### config.mk
export PLATFORM = sky130hd
export DESIGN_NAME = ptz_command_frame_encoder_unit
export DESIGN_NICKNAME = d
export VERILOG_FILES = /design/src/sv/ptzfe_pkg.sv /design/src/sv/ptz_command_frame_encoder_unit.sv
export SDC_FILE = /design/constraint.sdc
export NUM_CORES = 1
export LEC_CHECK = 0
export BUFFER_PORTS_ARGS = -buffer_cell sky130_fd_sc_hd__buf_2
export CORE_MARGIN = 5
export CORE_UTILIZATION = 45
export DETAILED_ROUTE_END_ITERATION = 7
export PLACE_DENSITY_LB_ADDON = 0.25
export SYNTH_ARGS = -nofsm -noshare
export SYNTH_HDL_FRONTEND = slang
export SYNTH_SLANG_ARGS = --single-unit
### constraint.sdc
create_clock -name i_clk -period 2.65 [get_ports i_clk]
set_input_delay 0.265 -clock i_clk [delete_from_list [all_inputs] [get_ports i_clk]]
set_output_delay 0.265 -clock i_clk [all_outputs]
set_load 0.05 [all_outputs]
### src/sv/ptzfe_pkg.sv
`default_nettype none
// ----------------------------------------------------------------------------
// ptzfe_pkg
// Opcodes, frame byte codes and the speed lookup shared by the PTZ command
// frame encoder.
// ----------------------------------------------------------------------------
package ptzfe_pkg;

    typedef logic [3:0] t_opcode;
    typedef logic [7:0] t_byte;

    // Command opcodes as they arrive on the input channel.
    localparam t_opcode OP_PAN_LEFT    = 4'd0;
    localparam t_opcode OP_PAN_RIGHT   = 4'd1;
    localparam t_opcode OP_TILT_UP     = 4'd2;
    localparam t_opcode OP_TILT_DOWN   = 4'd3;
    localparam t_opcode OP_ZOOM_TELE   = 4'd4;
    localparam t_opcode OP_ZOOM_WIDE   = 4'd5;
    localparam t_opcode OP_IRIS_OPEN   = 4'd6;
    localparam t_opcode OP_IRIS_CLOSE  = 4'd7;
    localparam t_opcode OP_FOCUS_FAR   = 4'd8;
    localparam t_opcode OP_FOCUS_NEAR  = 4'd9;
    localparam t_opcode OP_STOP        = 4'd10;
    localparam t_opcode OP_SET_PRESET  = 4'd11;
    localparam t_opcode OP_GOTO_PRESET = 4'd12;
    localparam t_opcode OP_OTHER       = 4'd13;
    localparam t_opcode OP_NONE        = 4'd14;

    // Command group bytes.
    localparam t_byte CMD_PAN_TILT   = 8'h18;
    localparam t_byte CMD_ZOOM       = 8'h24;
    localparam t_byte CMD_IRIS       = 8'h23;
    localparam t_byte CMD_FOCUS      = 8'h25;
    localparam t_byte CMD_SET_PRESET = 8'h1d;
    localparam t_byte CMD_GOTO       = 8'h11;
    localparam t_byte CMD_PAN_STOP   = 8'h13;
    localparam t_byte CMD_TILT_STOP  = 8'h14;

    // Sub-codes and fixed data bytes.
    localparam t_byte SUB_0          = 8'h00;
    localparam t_byte SUB_1          = 8'h01;
    localparam t_byte SUB_2          = 8'h02;
    localparam t_byte SUB_3          = 8'h03;
    localparam t_byte SUB_FOCUS_STOP = 8'h04;
    localparam t_byte SUB_FOCUS_NEAR = 8'h05;
    localparam t_byte SUB_IRIS_STOP  = 8'h05;
    localparam t_byte SUB_FOCUS_FAR  = 8'h06;
    localparam t_byte DATA_FOCUS     = 8'h0f;

    // Configuration register indexes and reset values.
    localparam logic REG_CAMERA_ADDRESS = 1'b0;
    localparam logic REG_DEFAULT_SPEED  = 1'b1;
    localparam t_byte      RST_CAMERA_ADDRESS = 8'd1;
    localparam logic [6:0] RST_DEFAULT_SPEED  = 7'd50;

    // Speed code for a speed percent: below 30 gives 1, then one step per ten
    // up to 7 for 90 to 99, but 50 to 69 share 4; 100 and up give 8'h10.
    function automatic t_byte speed_code(input logic [7:0] percent);
        t_byte code;
        if (percent < 8'd30) begin
            code = 8'h01;
        end else if (percent < 8'd40) begin
            code = 8'h02;
        end else if (percent < 8'd50) begin
            code = 8'h03;
        end else if (percent < 8'd70) begin
            code = 8'h04;
        end else if (percent < 8'd80) begin
            code = 8'h05;
        end else if (percent < 8'd90) begin
            code = 8'h06;
        end else if (percent < 8'd100) begin
            code = 8'h07;
        end else begin
            code = 8'h10;
        end
        return code;
    endfunction

endpackage
`default_nettype wire

### src/sv/ptz_command_frame_encoder_unit.sv
`default_nettype none
// ----------------------------------------------------------------------------
// ptz_command_frame_encoder_unit
// Turns one pan/tilt/zoom command into a six-byte camera control frame.
// ----------------------------------------------------------------------------
// Usage:
// The input channel carries one command item (opcode and argument) per
// accepted handshake: an item is taken at a rising edge where i_in_valid is
// high and o_in_stall is low. Every command yields exactly one frame item on
// the output channel, taken at an edge where o_out_valid is high and
// i_out_stall is low. The frame bytes appear on separate ports; byte 1 is
// always zero and byte 5 is the XOR check over bytes 0 to 4.
// The frame is decoded from the accepted command in the same cycle and sits
// in the output register from the next cycle on. Throughput is one item per
// clock when unstalled, set by the single output register; a new command
// is accepted in the same cycle that the previous frame leaves. When the
// receiver stalls, the frame holds and o_in_stall goes high only while the
// output register is full and stalled. Reset (synchronous, active low)
// empties the output register, restores the camera address to 1 and the
// default speed to 50, and forgets the last motion command so that a stop
// right after reset sends zero command bytes. Configuration is written over
// the APB port by the user only while the block is idle; not enforced.
// ----------------------------------------------------------------------------
module ptz_command_frame_encoder_unit (
    input  wire logic        i_clk,
    input  wire logic        i_rst_n,
    // APB configuration port
    input  wire logic        psel,
    input  wire logic        penable,
    input  wire logic        pwrite,
    input  wire logic [2:0]  paddr,
    input  wire logic [31:0] pwdata,
    output logic      [31:0] prdata,
    output logic             pready,
    // Command input channel
    input  wire logic        i_in_valid,
    output logic             o_in_stall,
    input  wire logic [3:0]  i_opcode,
    input  wire logic [7:0]  i_argument,
    // Frame output channel
    output logic             o_out_valid,
    input  wire logic        i_out_stall,
    output logic      [7:0]  o_frame_address,
    output logic      [7:0]  o_frame_reserved,
    output logic      [7:0]  o_frame_command,
    output logic      [7:0]  o_frame_subcode,
    output logic      [7:0]  o_frame_data,
    output logic      [7:0]  o_frame_check
);

    // Configuration registers.
    logic [7:0] r_camera_address;
    logic [6:0] r_default_speed;

    // Last command that was not a stop; selects the stop frame.
    ptzfe_pkg::t_opcode r_last_cmd;
    ptzfe_pkg::t_opcode n_last_cmd;

    // Output register.
    logic       r_out_valid;
    logic [7:0] r_address;
    logic [7:0] r_command;
    logic [7:0] r_subcode;
    logic [7:0] r_data;
    logic [7:0] r_check;
    logic [7:0] n_command;
    logic [7:0] n_subcode;
    logic [7:0] n_data;

    logic               in_accept;
    logic               out_free;
    logic               cfg_write;
    ptzfe_pkg::t_opcode op;
    logic [7:0]         speed_percent;
    logic [7:0]         speed;

    // The output register can take a new frame when it is empty or when its
    // current frame leaves in this cycle.
    assign out_free   = !r_out_valid || !i_out_stall;
    assign o_in_stall = !out_free;
    assign in_accept  = i_in_valid && out_free;

    // ------------------------------------------------------------------
    // Configuration port. The register index is address bit 2; the low
    // address bits are not decoded.
    // ------------------------------------------------------------------
    assign pready    = 1'b1;
    assign cfg_write = psel && penable && pwrite;

    always_ff @(posedge i_clk) begin
        if (!i_rst_n) begin
            r_camera_address <= ptzfe_pkg::RST_CAMERA_ADDRESS;
            r_default_speed  <= ptzfe_pkg::RST_DEFAULT_SPEED;
        end else if (cfg_write) begin
            if (paddr[2] == ptzfe_pkg::REG_CAMERA_ADDRESS) begin
                r_camera_address <= pwdata[7:0];
            end else begin
                r_default_speed <= pwdata[6:0];
            end
        end
    end

    always_comb begin
        if (paddr[2] == ptzfe_pkg::REG_CAMERA_ADDRESS) begin
            prdata = {24'd0, r_camera_address};
        end else begin
            prdata = {25'd0, r_default_speed};
        end
    end

    // ------------------------------------------------------------------
    // Command decode. Opcodes above "other" are folded into "other".
    // A zero argument selects the configured default speed.
    // ------------------------------------------------------------------
    assign op = (i_opcode > ptzfe_pkg::OP_OTHER) ? ptzfe_pkg::OP_OTHER : i_opcode;
    assign speed_percent = (i_argument != 8'd0) ? i_argument : {1'b0, r_default_speed};
    assign speed = ptzfe_pkg::speed_code(speed_percent);

    always_comb begin
        n_command = 8'd0;
        n_subcode = 8'd0;
        n_data    = 8'd0;
        case (op)
            ptzfe_pkg::OP_PAN_LEFT: begin
                n_command = ptzfe_pkg::CMD_PAN_TILT;
                n_subcode = ptzfe_pkg::SUB_1;
                n_data    = speed;
            end
            ptzfe_pkg::OP_PAN_RIGHT: begin
                n_command = ptzfe_pkg::CMD_PAN_TILT;
                n_subcode = ptzfe_pkg::SUB_0;
                n_data    = speed;
            end
            ptzfe_pkg::OP_TILT_UP: begin
                n_command = ptzfe_pkg::CMD_PAN_TILT;
                n_subcode = ptzfe_pkg::SUB_2;
                n_data    = speed;
            end
            ptzfe_pkg::OP_TILT_DOWN: begin
                n_command = ptzfe_pkg::CMD_PAN_TILT;
                n_subcode = ptzfe_pkg::SUB_3;
                n_data    = speed;
            end
            ptzfe_pkg::OP_ZOOM_TELE: begin
                n_command = ptzfe_pkg::CMD_ZOOM;
                n_subcode = ptzfe_pkg::SUB_1;
            end
            ptzfe_pkg::OP_ZOOM_WIDE: begin
                n_command = ptzfe_pkg::CMD_ZOOM;
                n_subcode = ptzfe_pkg::SUB_0;
            end
            ptzfe_pkg::OP_IRIS_OPEN: begin
                n_command = ptzfe_pkg::CMD_IRIS;
                n_subcode = ptzfe_pkg::SUB_2;
            end
            ptzfe_pkg::OP_IRIS_CLOSE: begin
                n_command = ptzfe_pkg::CMD_IRIS;
                n_subcode = ptzfe_pkg::SUB_3;
            end
            ptzfe_pkg::OP_FOCUS_FAR: begin
                n_command = ptzfe_pkg::CMD_FOCUS;
                n_subcode = ptzfe_pkg::SUB_FOCUS_FAR;
                n_data    = ptzfe_pkg::DATA_FOCUS;
            end
            ptzfe_pkg::OP_FOCUS_NEAR: begin
                n_command = ptzfe_pkg::CMD_FOCUS;
                n_subcode = ptzfe_pkg::SUB_FOCUS_NEAR;
                n_data    = ptzfe_pkg::DATA_FOCUS;
            end
            ptzfe_pkg::OP_STOP: begin
                // The stop frame belongs to the group of the last motion.
                // Zoom, presets, other and no command have no stop frame.
                case (r_last_cmd)
                    ptzfe_pkg::OP_FOCUS_FAR, ptzfe_pkg::OP_FOCUS_NEAR: begin
                        n_command = ptzfe_pkg::CMD_FOCUS;
                        n_subcode = ptzfe_pkg::SUB_FOCUS_STOP;
                    end
                    ptzfe_pkg::OP_IRIS_OPEN, ptzfe_pkg::OP_IRIS_CLOSE: begin
                        n_command = ptzfe_pkg::CMD_IRIS;
                        n_subcode = ptzfe_pkg::SUB_IRIS_STOP;
                    end
                    ptzfe_pkg::OP_PAN_LEFT, ptzfe_pkg::OP_PAN_RIGHT: begin
                        n_command = ptzfe_pkg::CMD_PAN_STOP;
                    end
                    ptzfe_pkg::OP_TILT_UP, ptzfe_pkg::OP_TILT_DOWN: begin
                        n_command = ptzfe_pkg::CMD_TILT_STOP;
                    end
                    default: begin
                        n_command = 8'd0;
                    end
                endcase
            end
            ptzfe_pkg::OP_SET_PRESET: begin
                n_command = ptzfe_pkg::CMD_SET_PRESET;
                n_data    = i_argument;
            end
            ptzfe_pkg::OP_GOTO_PRESET: begin
                n_command = ptzfe_pkg::CMD_GOTO;
                n_data    = i_argument;
            end
            default: begin
                n_command = 8'd0;
            end
        endcase
    end

    // A stop leaves the remembered command alone; everything else replaces it.
    assign n_last_cmd = (op == ptzfe_pkg::OP_STOP) ? r_last_cmd : op;

    always_ff @(posedge i_clk) begin
        if (!i_rst_n) begin
            r_last_cmd  <= ptzfe_pkg::OP_NONE;
            r_out_valid <= 1'b0;
        end else begin
            if (in_accept) begin
                r_last_cmd <= n_last_cmd;
            end
            if (out_free) begin
                r_out_valid <= i_in_valid;
            end
        end
    end

    // Frame payload; the camera address is sampled with the command.
    always_ff @(posedge i_clk) begin
        if (in_accept) begin
            r_address <= r_camera_address;
            r_command <= n_command;
            r_subcode <= n_subcode;
            r_data    <= n_data;
            r_check   <= r_camera_address ^ n_command ^ n_subcode ^ n_data;
        end
    end

    assign o_out_valid      = r_out_valid;
    assign o_frame_address  = r_address;
    assign o_frame_reserved = 8'd0;
    assign o_frame_command  = r_command;
    assign o_frame_subcode  = r_subcode;
    assign o_frame_data     = r_data;
    assign o_frame_check    = r_check;

    // ------------------------------------------------------------------
    // Assertions
    // ------------------------------------------------------------------
    // The input side is held off only by a full, stalled output register.
    a_stall_only_when_full: assert property (@(posedge i_clk) disable iff (!i_rst_n)
        o_in_stall |-> (o_out_valid && i_out_stall))
        else $error("input stalled while the output register could take an item");

    // Every frame on the output carries a consistent check byte.
    a_check_byte: assert property (@(posedge i_clk) disable iff (!i_rst_n)
        o_out_valid |-> (o_frame_check == (o_frame_address ^ o_frame_reserved ^
                         o_frame_command ^ o_frame_subcode ^ o_frame_data)))
        else $error("frame check byte does not match bytes 0 to 4");

    // A stop command never changes the remembered motion command.
    a_stop_keeps_last: assert property (@(posedge i_clk) disable iff (!i_rst_n)
        (in_accept && (op == ptzfe_pkg::OP_STOP)) |=> $stable(r_last_cmd))
        else $error("stop command changed the last motion command");

    // An accepted command always produces a frame in the next cycle.
    a_accept_gives_frame: assert property (@(posedge i_clk) disable iff (!i_rst_n)
        in_accept |=> o_out_valid)
        else $error("accepted command produced no frame");

endmodule
`default_nettype wire
* After elaboration in Yosys (flattened, before gate mapping)
Cells that the tools add are included.
** Word-level totals
- Bits in registers :: 60
- Latch bits :: 0
- Bits in writable memories :: 0
- Bits in read-only memories :: 0
- Memories :: 0
** Operators by class
- Add/subtract/negate cells :: 0
- Multiply operators :: 0
- Div/mod/pow operators :: 0
- $lt $le $gt $ge :: 8
- Equal/unequal tests :: 19
- Shifts and indexed selects :: 0
- Muxes and demuxes :: 15
- Bitwise logic cells :: 5
- Reduce and logical (&&, ||, !) cells :: 25
** Operators by type and width (count)
- one-hot mux 6 bit (7 select lines) :: 1
- two-way mux 5 bit :: 7
- less-than comparator 8 x 7 -> 1 bit, second input constant :: 4
- equality test 4 bit, second input constant :: 7
- equality test 4 x 3 -> 1 bit, second input constant :: 6
- one-hot mux 6 bit (4 select lines) :: 1
- one-hot mux 8 bit (3 select lines) :: 1
- XOR 8 bit :: 3
- OR reduction 2 bit :: 11
- one-hot mux 3 bit (6 select lines) :: 1
- equality test 4 x 2 -> 1 bit, second input constant :: 4
- less-than comparator 8 x 6 -> 1 bit, second input constant :: 2
- two-way mux 8 bit :: 2
- equality test 4 x 1 -> 1 bit, second input constant :: 2
- logical NOT 4 bit :: 2
- less-than comparator 8 x 5 -> 1 bit, second input constant :: 1
- nonzero test 8 bit :: 1
- one-hot mux 3 bit (2 select lines) :: 1
- AND reduction 2 bit :: 3
- > comparator 4 bit, second input constant :: 1
- two-way mux 4 bit :: 1
- OR reduction 4 bit :: 1
- logical AND 1 bit :: 3
- logical NOT 1 bit :: 3
- other kinds (2) :: 3

* Longest topological paths before layout
Gate-level depths: netlist of run 1.
- Depth after elaboration :: 12
- Mapped depth :: 8
- Depth with buffers taken out :: 7

* Worst setup path before layout of run 1
OpenSTA, ideal clock, no wires.
- Path kind :: input-to-reg
- Start :: input i_argument[7]
- End :: register r_check[2], in the netlist o_frame_check[2], data pin
- Arrival time :: 1848 ps
- Slack :: 544 ps
- Stages :: 8
- Buffers on the path :: 1
- Cell sequence :: buf_6 -> nor4_4 -> a41oi_2 -> a211oi_2 -> o21bai_1 -> a21oi_1 -> a221o_2 -> xnor2_1
** On the way
- Longest elaborated chain between the ends :: 12
** Ends and longest elaborated chain
- from (decl) :: line ptz_command_frame_encoder_unit.sv:39 : input wire logic [7:0] i_argument,
- nonzero test 8 bit :: line ptz_command_frame_encoder_unit.sv:116 : assign speed_percent = (i_argument != 8'd0) ? i_argument : {1'b0, r_default_speed};
- two-way mux 8 bit (*) :: line ptz_command_frame_encoder_unit.sv:116
- less-than comparator 8 x 7 -> 1 bit :: line ptzfe_pkg.sv:72 : end else if (percent < 8'd100) begin
- two-way mux 5 bit :: line ptzfe_pkg.sv:72
- two-way mux 5 bit :: line ptzfe_pkg.sv:70 : end else if (percent < 8'd90) begin
- two-way mux 5 bit :: line ptzfe_pkg.sv:68 : end else if (percent < 8'd80) begin
- two-way mux 5 bit :: line ptzfe_pkg.sv:66 : end else if (percent < 8'd70) begin
- two-way mux 5 bit :: line ptzfe_pkg.sv:64 : end else if (percent < 8'd50) begin
- two-way mux 5 bit :: line ptzfe_pkg.sv:62 : end else if (percent < 8'd40) begin
- two-way mux 5 bit (*) :: line ptzfe_pkg.sv:60 : if (percent < 8'd30) begin
- one-hot mux 8 bit (3 select lines) (*) :: line ptz_command_frame_encoder_unit.sv:123 : case (op)
- net n_data[2] :: line ptz_command_frame_encoder_unit.sv:68 : logic [7:0] n_data;
- XOR 8 bit (*) :: line ptz_command_frame_encoder_unit.sv:231 : r_check <= r_camera_address ^ n_command ^ n_subcode ^ n_data;
- to (signal assigned) :: line ptz_command_frame_encoder_unit.sv:231
- to (decl) :: line ptz_command_frame_encoder_unit.sv:65 : logic [7:0] r_check;
Mark *: on every way through the listed nets, which the timed path passes. The rest lies on a longest branch.
A chain may end at the register's enable or synchronous reset.

* Worst setup path after layout of run 1
- Start :: input i_argument[7]
- End :: register r_check[0], in the netlist o_frame_check[0], data pin
The elaborated chain is that of the path after synthesis.

==> results of run 1 <==
## kinds of logic (layout without fill, tap and decap cells)
kind of cell,count (synthesis),after routing,synth area share (%)
AND/OR/NAND/NOR,103,103,16.87
buffers and inverters,62,91,13.46
flip-flops,52,52,46.82
other,2,40,0.2564
XOR/XNOR,18,18,5.382
AO/OA/AOI/OAI,59,59,14.52
multiplexers,7,7,2.691
## worst min path at each step
stage / to / slack [ns] / cells past startpoint
floorplan: r_default_speed[1] / 0.39 / 2
global placement: r_default_speed[0] / 0.45 / 2
detailed placement: r_default_speed[0] / 0.46 / 2
CTS: r_default_speed[4] / 0.16 / 3
global route: r_default_speed[4] / 0.16 / 3
finish: r_default_speed[4] / 0.16 / 3
## power by group through the flow
stage / Sequential [mW] / Combinational (mW) / Clock (mW)
2_1_floorplan: 1.10 / 0.346 / 0
3_3_place_gp: 0.957 / 0.536 / 0
3_5_place_dp: 0.959 / 0.541 / 0
4_1_cts: 0.940 / 0.541 / 0.501
5_1_grt: 0.946 / 0.575 / 0.536
6_report: 0.939 / 0.541 / 0.489
## worst max-delay path, delay by kind of cell
family,cells,cell delay (ns)
XOR/XNOR,1,0.07
AND/OR/NAND/NOR,2,0.53
AO/OA/AOI/OAI,4,1.12
buffers and inverters,1,0.17
## cell type report
class	instances	area, µm²
multi-input combinational	227	1306
sequential	52	1371
clock buffer	5	68.82
fill	597	3073
tap	77	96.34
clock inverter	3	27.53
inverter	11	41.29
timing repair buffer	72	365.4
## metrics by stage
step / instances / power [mW] / util (%) / setup slack [ns]
floorplan: 341 / 1.442 / - / 0.5440
global placement: 439 / 1.494 / 50.09 / 0.2848
detailed placement: 439 / 1.499 / 50.09 / 0.2842
CTS: 447 / 1.982 / 51.61 / 0.6030
global route: 447 / 2.057 / 51.61 / 0.4676
finish: 447 / 1.969 / 51.61 / 0.5750
## synth_stat cells, types with 2 or more instances
| master | number |
|---|---|
| nand2_1 | 48 |
| buf_4 | 40 |
| edfxtp_1 | 33 |
| dfxtp_1 | 19 |
| nor2_1 | 19 |
| xnor2_1 | 14 |
| a21boi_0 | 12 |
| inv_1 | 11 |
| nand3_1 | 11 |
| a21oi_1 | 9 |
| o21ai_0 | 9 |
| clkbuf_1 | 7 |
| mux2_2 | 7 |
| a31oi_1 | 5 |
| a31o_2 | 4 |
| o211ai_1 | 4 |
| xor2_1 | 4 |
| nor2b_1 | 3 |
| nor3_1 | 3 |
| a41oi_1 | 2 |
| and2_1 | 2 |
| buf_2 | 2 |
| conb_1 | 2 |
| nand2b_1 | 2 |
| nand4_1 | 2 |
| nor3b_1 | 2 |
| nor4_1 | 2 |
| nor4_4 | 2 |
| or2_2 | 2 |
| or3_1 | 2 |
## registers in the layout, summed over array words and instances, names as in the netlist
| name | count |
|---|---|
| o_frame_command | 6 |
| o_frame_address | 8 |
| r_default_speed | 7 |
| o_out_valid | 1 |
| o_frame_subcode | 3 |
| o_frame_data | 8 |
| r_last_cmd | 3 |
| o_frame_check | 8 |
| r_camera_address | 8 |
## layer usage
| metal | global-route usage [%] | share of wire [%] |
|---|---|---|
| met1 | 19.95 | 43 |
| met2 | 23.55 | 46 |
| met5 | 0 | 0 |
| met3 | 4.083 | 8.0 |
| met4 | 6.452 | 2.6 |
==> impl_metrics.py, run 1 <==
metrics = {
    "timing": {
        "worst_slew_pin_slew_ns": 0.6277,
        "final-max-slew-violation-count": 0,
        "grt_setup_unrepaired": "false",
        "tns_ns": 0,
        "slew_headroom_pct": 58.10,
        "final-setup-viol-count": 0,
        "hold_slack_ns": 0.1602,
        "fin_skew_ns": 0.008618,
        "hold_violations": 0,
        "timing.final.crit_share_pct": 78.30,
        "fmax_ghz": 0.4819,
        "period_needed_ns": 2.075,
    },
    "grt": {
        "grt_antenna_before_repair": 0,
        "grt_pass1_vias": 2127,
        "gr-total-overflow": 0,
        "track_usage_pct": 15.21,
        "grt_pass1_wl_mm": 10.27,
        "grt_max_degree": 20,
    },
    "pwr": {
        "p_clk_share_pct": 24.8,
        "ir_drop_v": 0.0003062,
        "leakage_nw": 1.403,
        "swShare_pct": 37.47,
        "p_int_mw": 1.231,
        "powerDensity_nw_per_um2": 600.8,
        "power.share.combinational_pct": 27.5,
        "power_frac_seq_pct": 47.7,
        "switchingPower_mw": 0.7377,
    },
    "floorplanning": {
        "rows": 29,
        "ios": 137,
        "coreArea_um2": 6350,
        "die-area_um2": 8223,
        "die_h_um": 90.68,
        "start_util_pct": 46.13,
        "die_w_um": 90.68,
    },
    "hold_path": {
        "hold_start": "pwdata[4]",
        "hp-class": "input port to register",
    },
    "critical_path": {
        "regToRegSetupSlack_ns": 0.63,
        "r2r-start": "r_default_speed[4]",
        "start_kind": "input port",
        "cpMaxStageDelayCell": "nor4_4",
        "cp-end-kind": "register",
        "worstPathMaxFanout": 9,
        "worstSetupEndpoint": "o_frame_check[0]",
        "critPathKind": "input port to register",
        "crit_path_cell_trace": "buf_2 > nor4_4 > a31o_2 > nand2_1 > o32a_1 > o311ai_1 > a21o_2 > xnor2_1",
        "critPathArrivalTime_ns": 2.15,
        "reg2reg_depth": 7,
        "r2r-end": "o_frame_check[2]",
        "cp-startpoint": "i_argument[7]",
        "cp.required_ns": 2.72,
        "critical-path-max-stage-delay_ns": 0.45,
    },
    "route": {
        "drc": 0,
        "wl_per_cell_um": 14.21,
        "vias": 2215,
        "drt_first_pass_iters": 4,
        "avgViaCountPerCell": 4.955,
        "drtIter0Drc": 145,
        "wirelength_mm": 6.351,
        "drtAntennaViolNets": 0,
    },
    "finish": {
        "layout-drive-gt1-share_pct": 27.30,
        "finalInstanceArea_um2": 3277,
        "final_common_cell": "buf_2",
        "antenna_cells": 0,
        "area_delta_synth_final_pct": 11.88,
        "nets": 423,
        "final_cell_mix": "buf_2, nand2_1, conb_1",
    },
    "yosys": {
        "ys_seq_area_share_pct": 46.82,
        "synth-edff-count": 33,
        "avgSynthCellArea_um2": 9.667,
        "async_flop_share_pct": 0,
        "yosys-top-cells-area": "edfxtp_1, dfxtp_1, buf_4",
        "ys_types": 49,
        "syn_area_um2": 2929,
        "yosys_warnings": 0,
        "synth_top_area_share_pct": 33.83,
        "synthCells": 303,
        "ys_dominant_reg_cell": "edfxtp_1",
        "yosysTopAreaCell": "edfxtp_1",
        "ys_ff_latch": 52,
    },
    "clocking": {
        "clockRootBuffer": "clkbuf_8",
        "insertion_delay_ns": 0.32,
        "cts-htree-levels": 2,
        "cts-buffers-inserted": 5,
        "clk_path_buf_depth": 2,
        "cts_tree": "built",
        "clkTransAtPathRegs_ns": 0.10,
        "ctsResizeCount": 0,
        "postCtsSetupBuffers": 0,
        "ctsHoldBuffers": 0,
        "cts_sinks": 52,
    },
    "placement": {
        "placed_cell_area_um2": 3181,
        "place.gp.congestion": 0.8624,
        "dpl.hpwl_mm": 4.913,
        "port_buffers": 70,
    },
    "flow_run": {
        "cap_viol_max_count": 0,
    },
    "status": {
        "status": "finished clean",
    },
}
No activity file was read; power rests on OpenSTA's default activity.
==> inputs of run 2 (changes only) <==
- clock period: 2.65 -> 1.94 ns (I/O delays scaled with it)
==> impl_metrics.py, run 2 (synthesis gave the netlist of run 1 again) <==
metrics = {
    "clocking": {
        "cts-buffers-inserted": 5,
        "cts_sinks": 52,
        "clockRootBuffer": "clkbuf_8",
        "cts-htree-levels": 2,
        "clk_path_buf_depth": 2,
        "clkTransAtPathRegs_ns": 0.10,
        "insertion_delay_ns": 0.30,
        "cts_tree": "built",
    },
    "critical_path": {
        "cp.required_ns": 2.00,
        "cpMaxStageDelayCell": "a221o_2",
        "start_kind": "register",
        "crit_buf_inv": 0,
        "critPathArrivalTime_ns": 1.99,
        "path_delay_family": "compound AO/OA/AOI/OAI gates",
        "critical-path-max-stage-delay_ns": 0.38,
        "r2r-start": "r_default_speed[4]",
        "crit_path_cell_trace": "nor2b_2 > a31o_2 > a211oi_2 > o21bai_4 > a21oi_2 > a221o_2 > xnor2_1",
        "critPathKind": "register to register",
        "cp-end-kind": "register",
        "cp-startpoint": "r_default_speed[4]",
        "worstPathMaxFanout": 3,
    },
    "placement": {
        "dpl.hpwl_mm": 4.955,
        "place.gp.congestion": 0.8877,
        "placed_cell_area_um2": 3388,
        "pre_cts_ws_ns": -0.2333,
        "port_buffers": 70,
    },
    "floorplanning": {
        "die_h_um": 90.68,
        "die-area_um2": 8223,
        "start_util_pct": 46.13,
        "coreArea_um2": 6350,
        "die_w_um": 90.68,
        "ios": 137,
        "rows": 29,
    },
    "flow_run": {
        "cap_viol_max_count": 0,
    },
    "timing": {
        "fin_skew_ns": 0.004069,
        "timing.final.crit_share_pct": 99.22,
        "fmax_ghz": 0.5195,
        "hold_violations": 0,
        "period_needed_ns": 1.925,
        "setup_slack_ns": 0.01505,
        "final-setup-viol-count": 0,
        "slew_headroom_pct": 64.27,
        "final-max-slew-violation-count": 0,
        "grt_setup_unrepaired": "true",
        "worst_slew_pin_slew_ns": 0.5339,
    },
    "finish": {
        "antenna_cells": 0,
        "layout-drive-gt1-share_pct": 34.34,
        "nets": 452,
        "finalInstanceArea_um2": 3537,
        "area_delta_synth_final_pct": 20.76,
        "final_cell_mix": "buf_2, nand2_1, conb_1",
        "final_common_cell": "buf_2",
        "fin_util_pct": 55.70,
    },
    "pwr": {
        "ir_drop_v": 0.0005169,
        "power.total_mw": 2.706,
        "powerDensity_nw_per_um2": 764.9,
        "leakage_nw": 1.550,
    },
    "route": {
        "drc": 0,
        "avgViaCountPerCell": 4.840,
        "vias": 2304,
        "wl_per_cell_um": 13.70,
        "wirelength_mm": 6.523,
        "drtIter0Drc": 110,
        "drt_first_pass_iters": 6,
        "drtAntennaViolNets": 0,
    },
    "grt": {
        "track_usage_pct": 15.26,
        "gr-total-overflow": 0,
        "grt_antenna_before_repair": 0,
        "grt_pass1_vias": 2160,
        "grt_max_degree": 35,
        "grt_pass1_wl_mm": 10.33,
    },
    "hold_path": {
        "hold_start": "pwdata[4]",
        "hp-class": "input port to register",
    },
    "status": {
        "status": "finished clean",
    },
}
[run 2: worst register-to-register path: stages, from the launching register on]
cell	delay, ns
dfxtp_2	0.33
nor2b_2	0.16
a31o_2	0.22
a211oi_2	0.22
o21bai_4	0.17
a21oi_2	0.07
a221o_2	0.38
xnor2_1	0.13
[run 2: worst paths after layout]
check,slack (ns),to,cells past startpoint
min reg2reg,0.47,r_default_speed[0],2
min,0.11,r_default_speed[4],3
max,0.02,o_frame_check[2],7
max reg2reg,0.02,o_frame_check[2],7
[run 2: timing repair]
| item | 4_1_cts | 5_1_grt |
|---|---|---|
| buffers inserted | 0 | 3 |
| gates resized for setup | 0 | 8 |
| endpoints found under the setup margin | 0 | 2 |
| hold buffers | 0 | 0 |
[run 2: report_power, final]
group / internal, mW / switching (mW)
Sequential: 1.25 / 0.0276
Clock: 0.256 / 0.373
Combinational: 0.203 / 0.592
[run 2: layout make-up]
type | instances | area [µm²]
sequential | 52 | 1373
inverter | 11 | 41.29
clock buffer | 5 | 68.82
multi-input combinational | 227 | 1341
fill | 560 | 2813
timing repair buffer | 101 | 595.6
clock inverter | 3 | 21.27
tap | 77 | 96.34
[run 2: stage by stage]
step,std cells,setup TNS [ns],hold slack [ns]
detailed placement,465,-0.6458,0.4256
floorplan,341,-0.01202,0.3180
finish,476,0,0.1096
global placement,465,-0.6785,0.4189
global route,476,-0.1679,0.09836
CTS,473,0,0.1039
[run 2: routing by layer]
metal	global-route usage, %	share of wire (%)	up-vias
met2	24.58	48	83
met4	4.094	0.87	0
met1	20.93	44	1049
li1	-	-	1166
met3	2.917	6.8	6
met5	0	0	-
==> inputs of run 3 (changes only) <==
==> constraint.sdc (replaced) <==
create_clock -name i_clk -period 1.8 [get_ports i_clk]
set_input_delay 0.45 -clock i_clk [delete_from_list [all_inputs] [get_ports i_clk]]
set_output_delay 0.45 -clock i_clk [all_outputs]
set_load 0.05 [all_outputs]
==> impl_metrics.py, run 3 (synthesis gave the netlist of run 1 again) <==
metrics = {
    "route": {
        "wirelength_mm": 7.148,
        "drt_first_pass_iters": 4,
        "vias": 2511,
        "avgViaCountPerCell": 4.962,
        "drtIter0Drc": 114,
        "drc": 0,
        "drtAntennaViolNets": 0,
        "wl_per_cell_um": 14.13,
    },
    "finish": {
        "final_common_cell": "buf_2",
        "fillCellCount": 551,
        "final_cell_mix": "buf_2, buf_4, nand2_1",
        "layout-drive-gt1-share_pct": 41.96,
        "antenna_cells": 0,
        "stdcell_count": 506,
        "area_delta_synth_final_pct": 32.55,
        "nets": 482,
    },
    "timing": {
        "grt_setup_unrepaired": "true",
        "setup_slack_ns": -0.3026,
        "fin_skew_ns": 0.01306,
        "timing.final.crit_share_pct": 116.8,
        "final-setup-viol-count": 7,
        "final-max-slew-violation-count": 0,
        "period_needed_ns": 2.103,
        "fmax_ghz": 0.4756,
        "hold_slack_ns": 0.3601,
        "hold_violations": 0,
    },
    "floorplanning": {
        "start_util_pct": 46.13,
        "die_h_um": 90.68,
        "die-area_um2": 8223,
        "rows": 29,
        "coreArea_um2": 6350,
        "ios": 137,
        "die_w_um": 90.68,
    },
    "placement": {
        "place.gp.congestion": 0.9394,
        "dp_cells": 493,
        "port_buffers": 70,
        "dpl.hpwl_mm": 5.485,
    },
    "status": {
        "violations": "negative setup slack",
        "status": "complete, but fails checks",
    },
    "clocking": {
        "cts-htree-levels": 2,
        "cts_sinks": 52,
        "clkTransAtPathRegs_ns": 0.10,
        "clockRootBuffer": "clkbuf_8",
        "insertion_delay_ns": 0.31,
        "cts_tree": "built",
        "clk_path_buf_depth": 2,
        "cts-buffers-inserted": 5,
    },
    "pwr": {
        "ir_drop_v": 0.0005523,
        "powerDensity_nw_per_um2": 778.5,
        "power.total_mw": 3.023,
        "leakage_nw": 1.729,
    },
    "hold_path": {
        "min_path_cells": 2,
        "hp-class": "input port to register",
    },
    "grt": {
        "grt_max_degree": 34,
        "gr-total-overflow": 0,
        "grt_pass1_wl_mm": 11.23,
        "track_usage_pct": 16.50,
        "grt_antenna_before_repair": 0,
        "grt_pass1_vias": 2457,
    },
    "critical_path": {
        "start_kind": "input port",
        "critPathArrivalTime_ns": 2.17,
        "reg2reg_depth": 7,
        "worstPathMaxFanout": 3,
        "cp-end-kind": "register",
        "critPathKind": "input port to register",
        "cp.required_ns": 1.87,
    },
    "flow_run": {
        "cap_viol_max_count": 0,
    },
}
## run 3: changes by cell type in the layout (fill, tap and decap cells not counted), sizes merged
cell	previous run	this run
inv	12	11
clkinv	0	1
buf	101	131
## run 3: cell type report
| cell class | count | area [µm²] | area share, % |
|---|---|---|---|
| Clock buffer | 5 | 68.82 | 1.772 |
| Clock inverter | 3 | 27.53 | 0.7090 |
| Inverter | 11 | 45.04 | 1.160 |
| Multi-Input combinational cell | 227 | 1408 | 36.26 |
| Sequential cell | 52 | 1373 | 35.35 |
| Tap cell | 77 | 96.34 | 2.481 |
| Timing Repair Buffer | 131 | 864.6 | 22.27 |
## run 3: where the power goes
part / internal [mW] / switching (mW) / leakage (nW)
clock network: 0.286 / 0.425 / 0.0463
logic: 0.267 / 0.667 / 1.20
registers: 1.35 / 0.0249 / 0.482
## run 3: final timing paths
| path | endpoint | start | slack [ns] |
|---|---|---|---|
| setup / recovery | o_frame_check[0] | i_argument[4] | -0.30 |
| hold / removal | o_out_valid | i_in_valid | 0.36 |
| setup reg to reg | o_frame_check[2] | r_default_speed[4] | -0.19 |
| hold reg to reg | r_default_speed[0] | r_default_speed[0] | 0.48 |
## run 3: repair_timing
action	in CTS	in global routing
hold buffers	0	0
cloned	0	0
buffers inserted	2	3
resized for setup	13	18
pin swaps	15	11
setup endpoints to repair	7	8
## run 3: metrics by stage
step                      area (µm²)  utilization (%)  TNS [ns]  worst slack [ns]
after floorplan                 3092                -    -1.788           -0.4057
after global placement          3612            56.89    -4.162           -0.6105
after detailed placement        3612            56.89    -4.340           -0.6388
after CTS                       3781            59.55   -0.9014           -0.2397
after global routing            3882            61.14    -1.951           -0.3732
final                           3882            61.14    -1.372           -0.3026
## run 3: per-layer routing
layer,part of all wire [%],track usage [%]
met1,42,20.86
met2,49,27.91
met3,8.2,3.917
met4,1.2,4.715
met5,0,0
## run 3: worst max-delay path, stage by stage
cell      delay, ns
buf_8          0.10
nor4_4         0.31
buf_4          0.19
buf_6          0.11
nand3_4        0.06
a311o_1        0.37
nand2_2        0.13
o311ai_4       0.10
a21o_2         0.24
xnor2_1        0.12
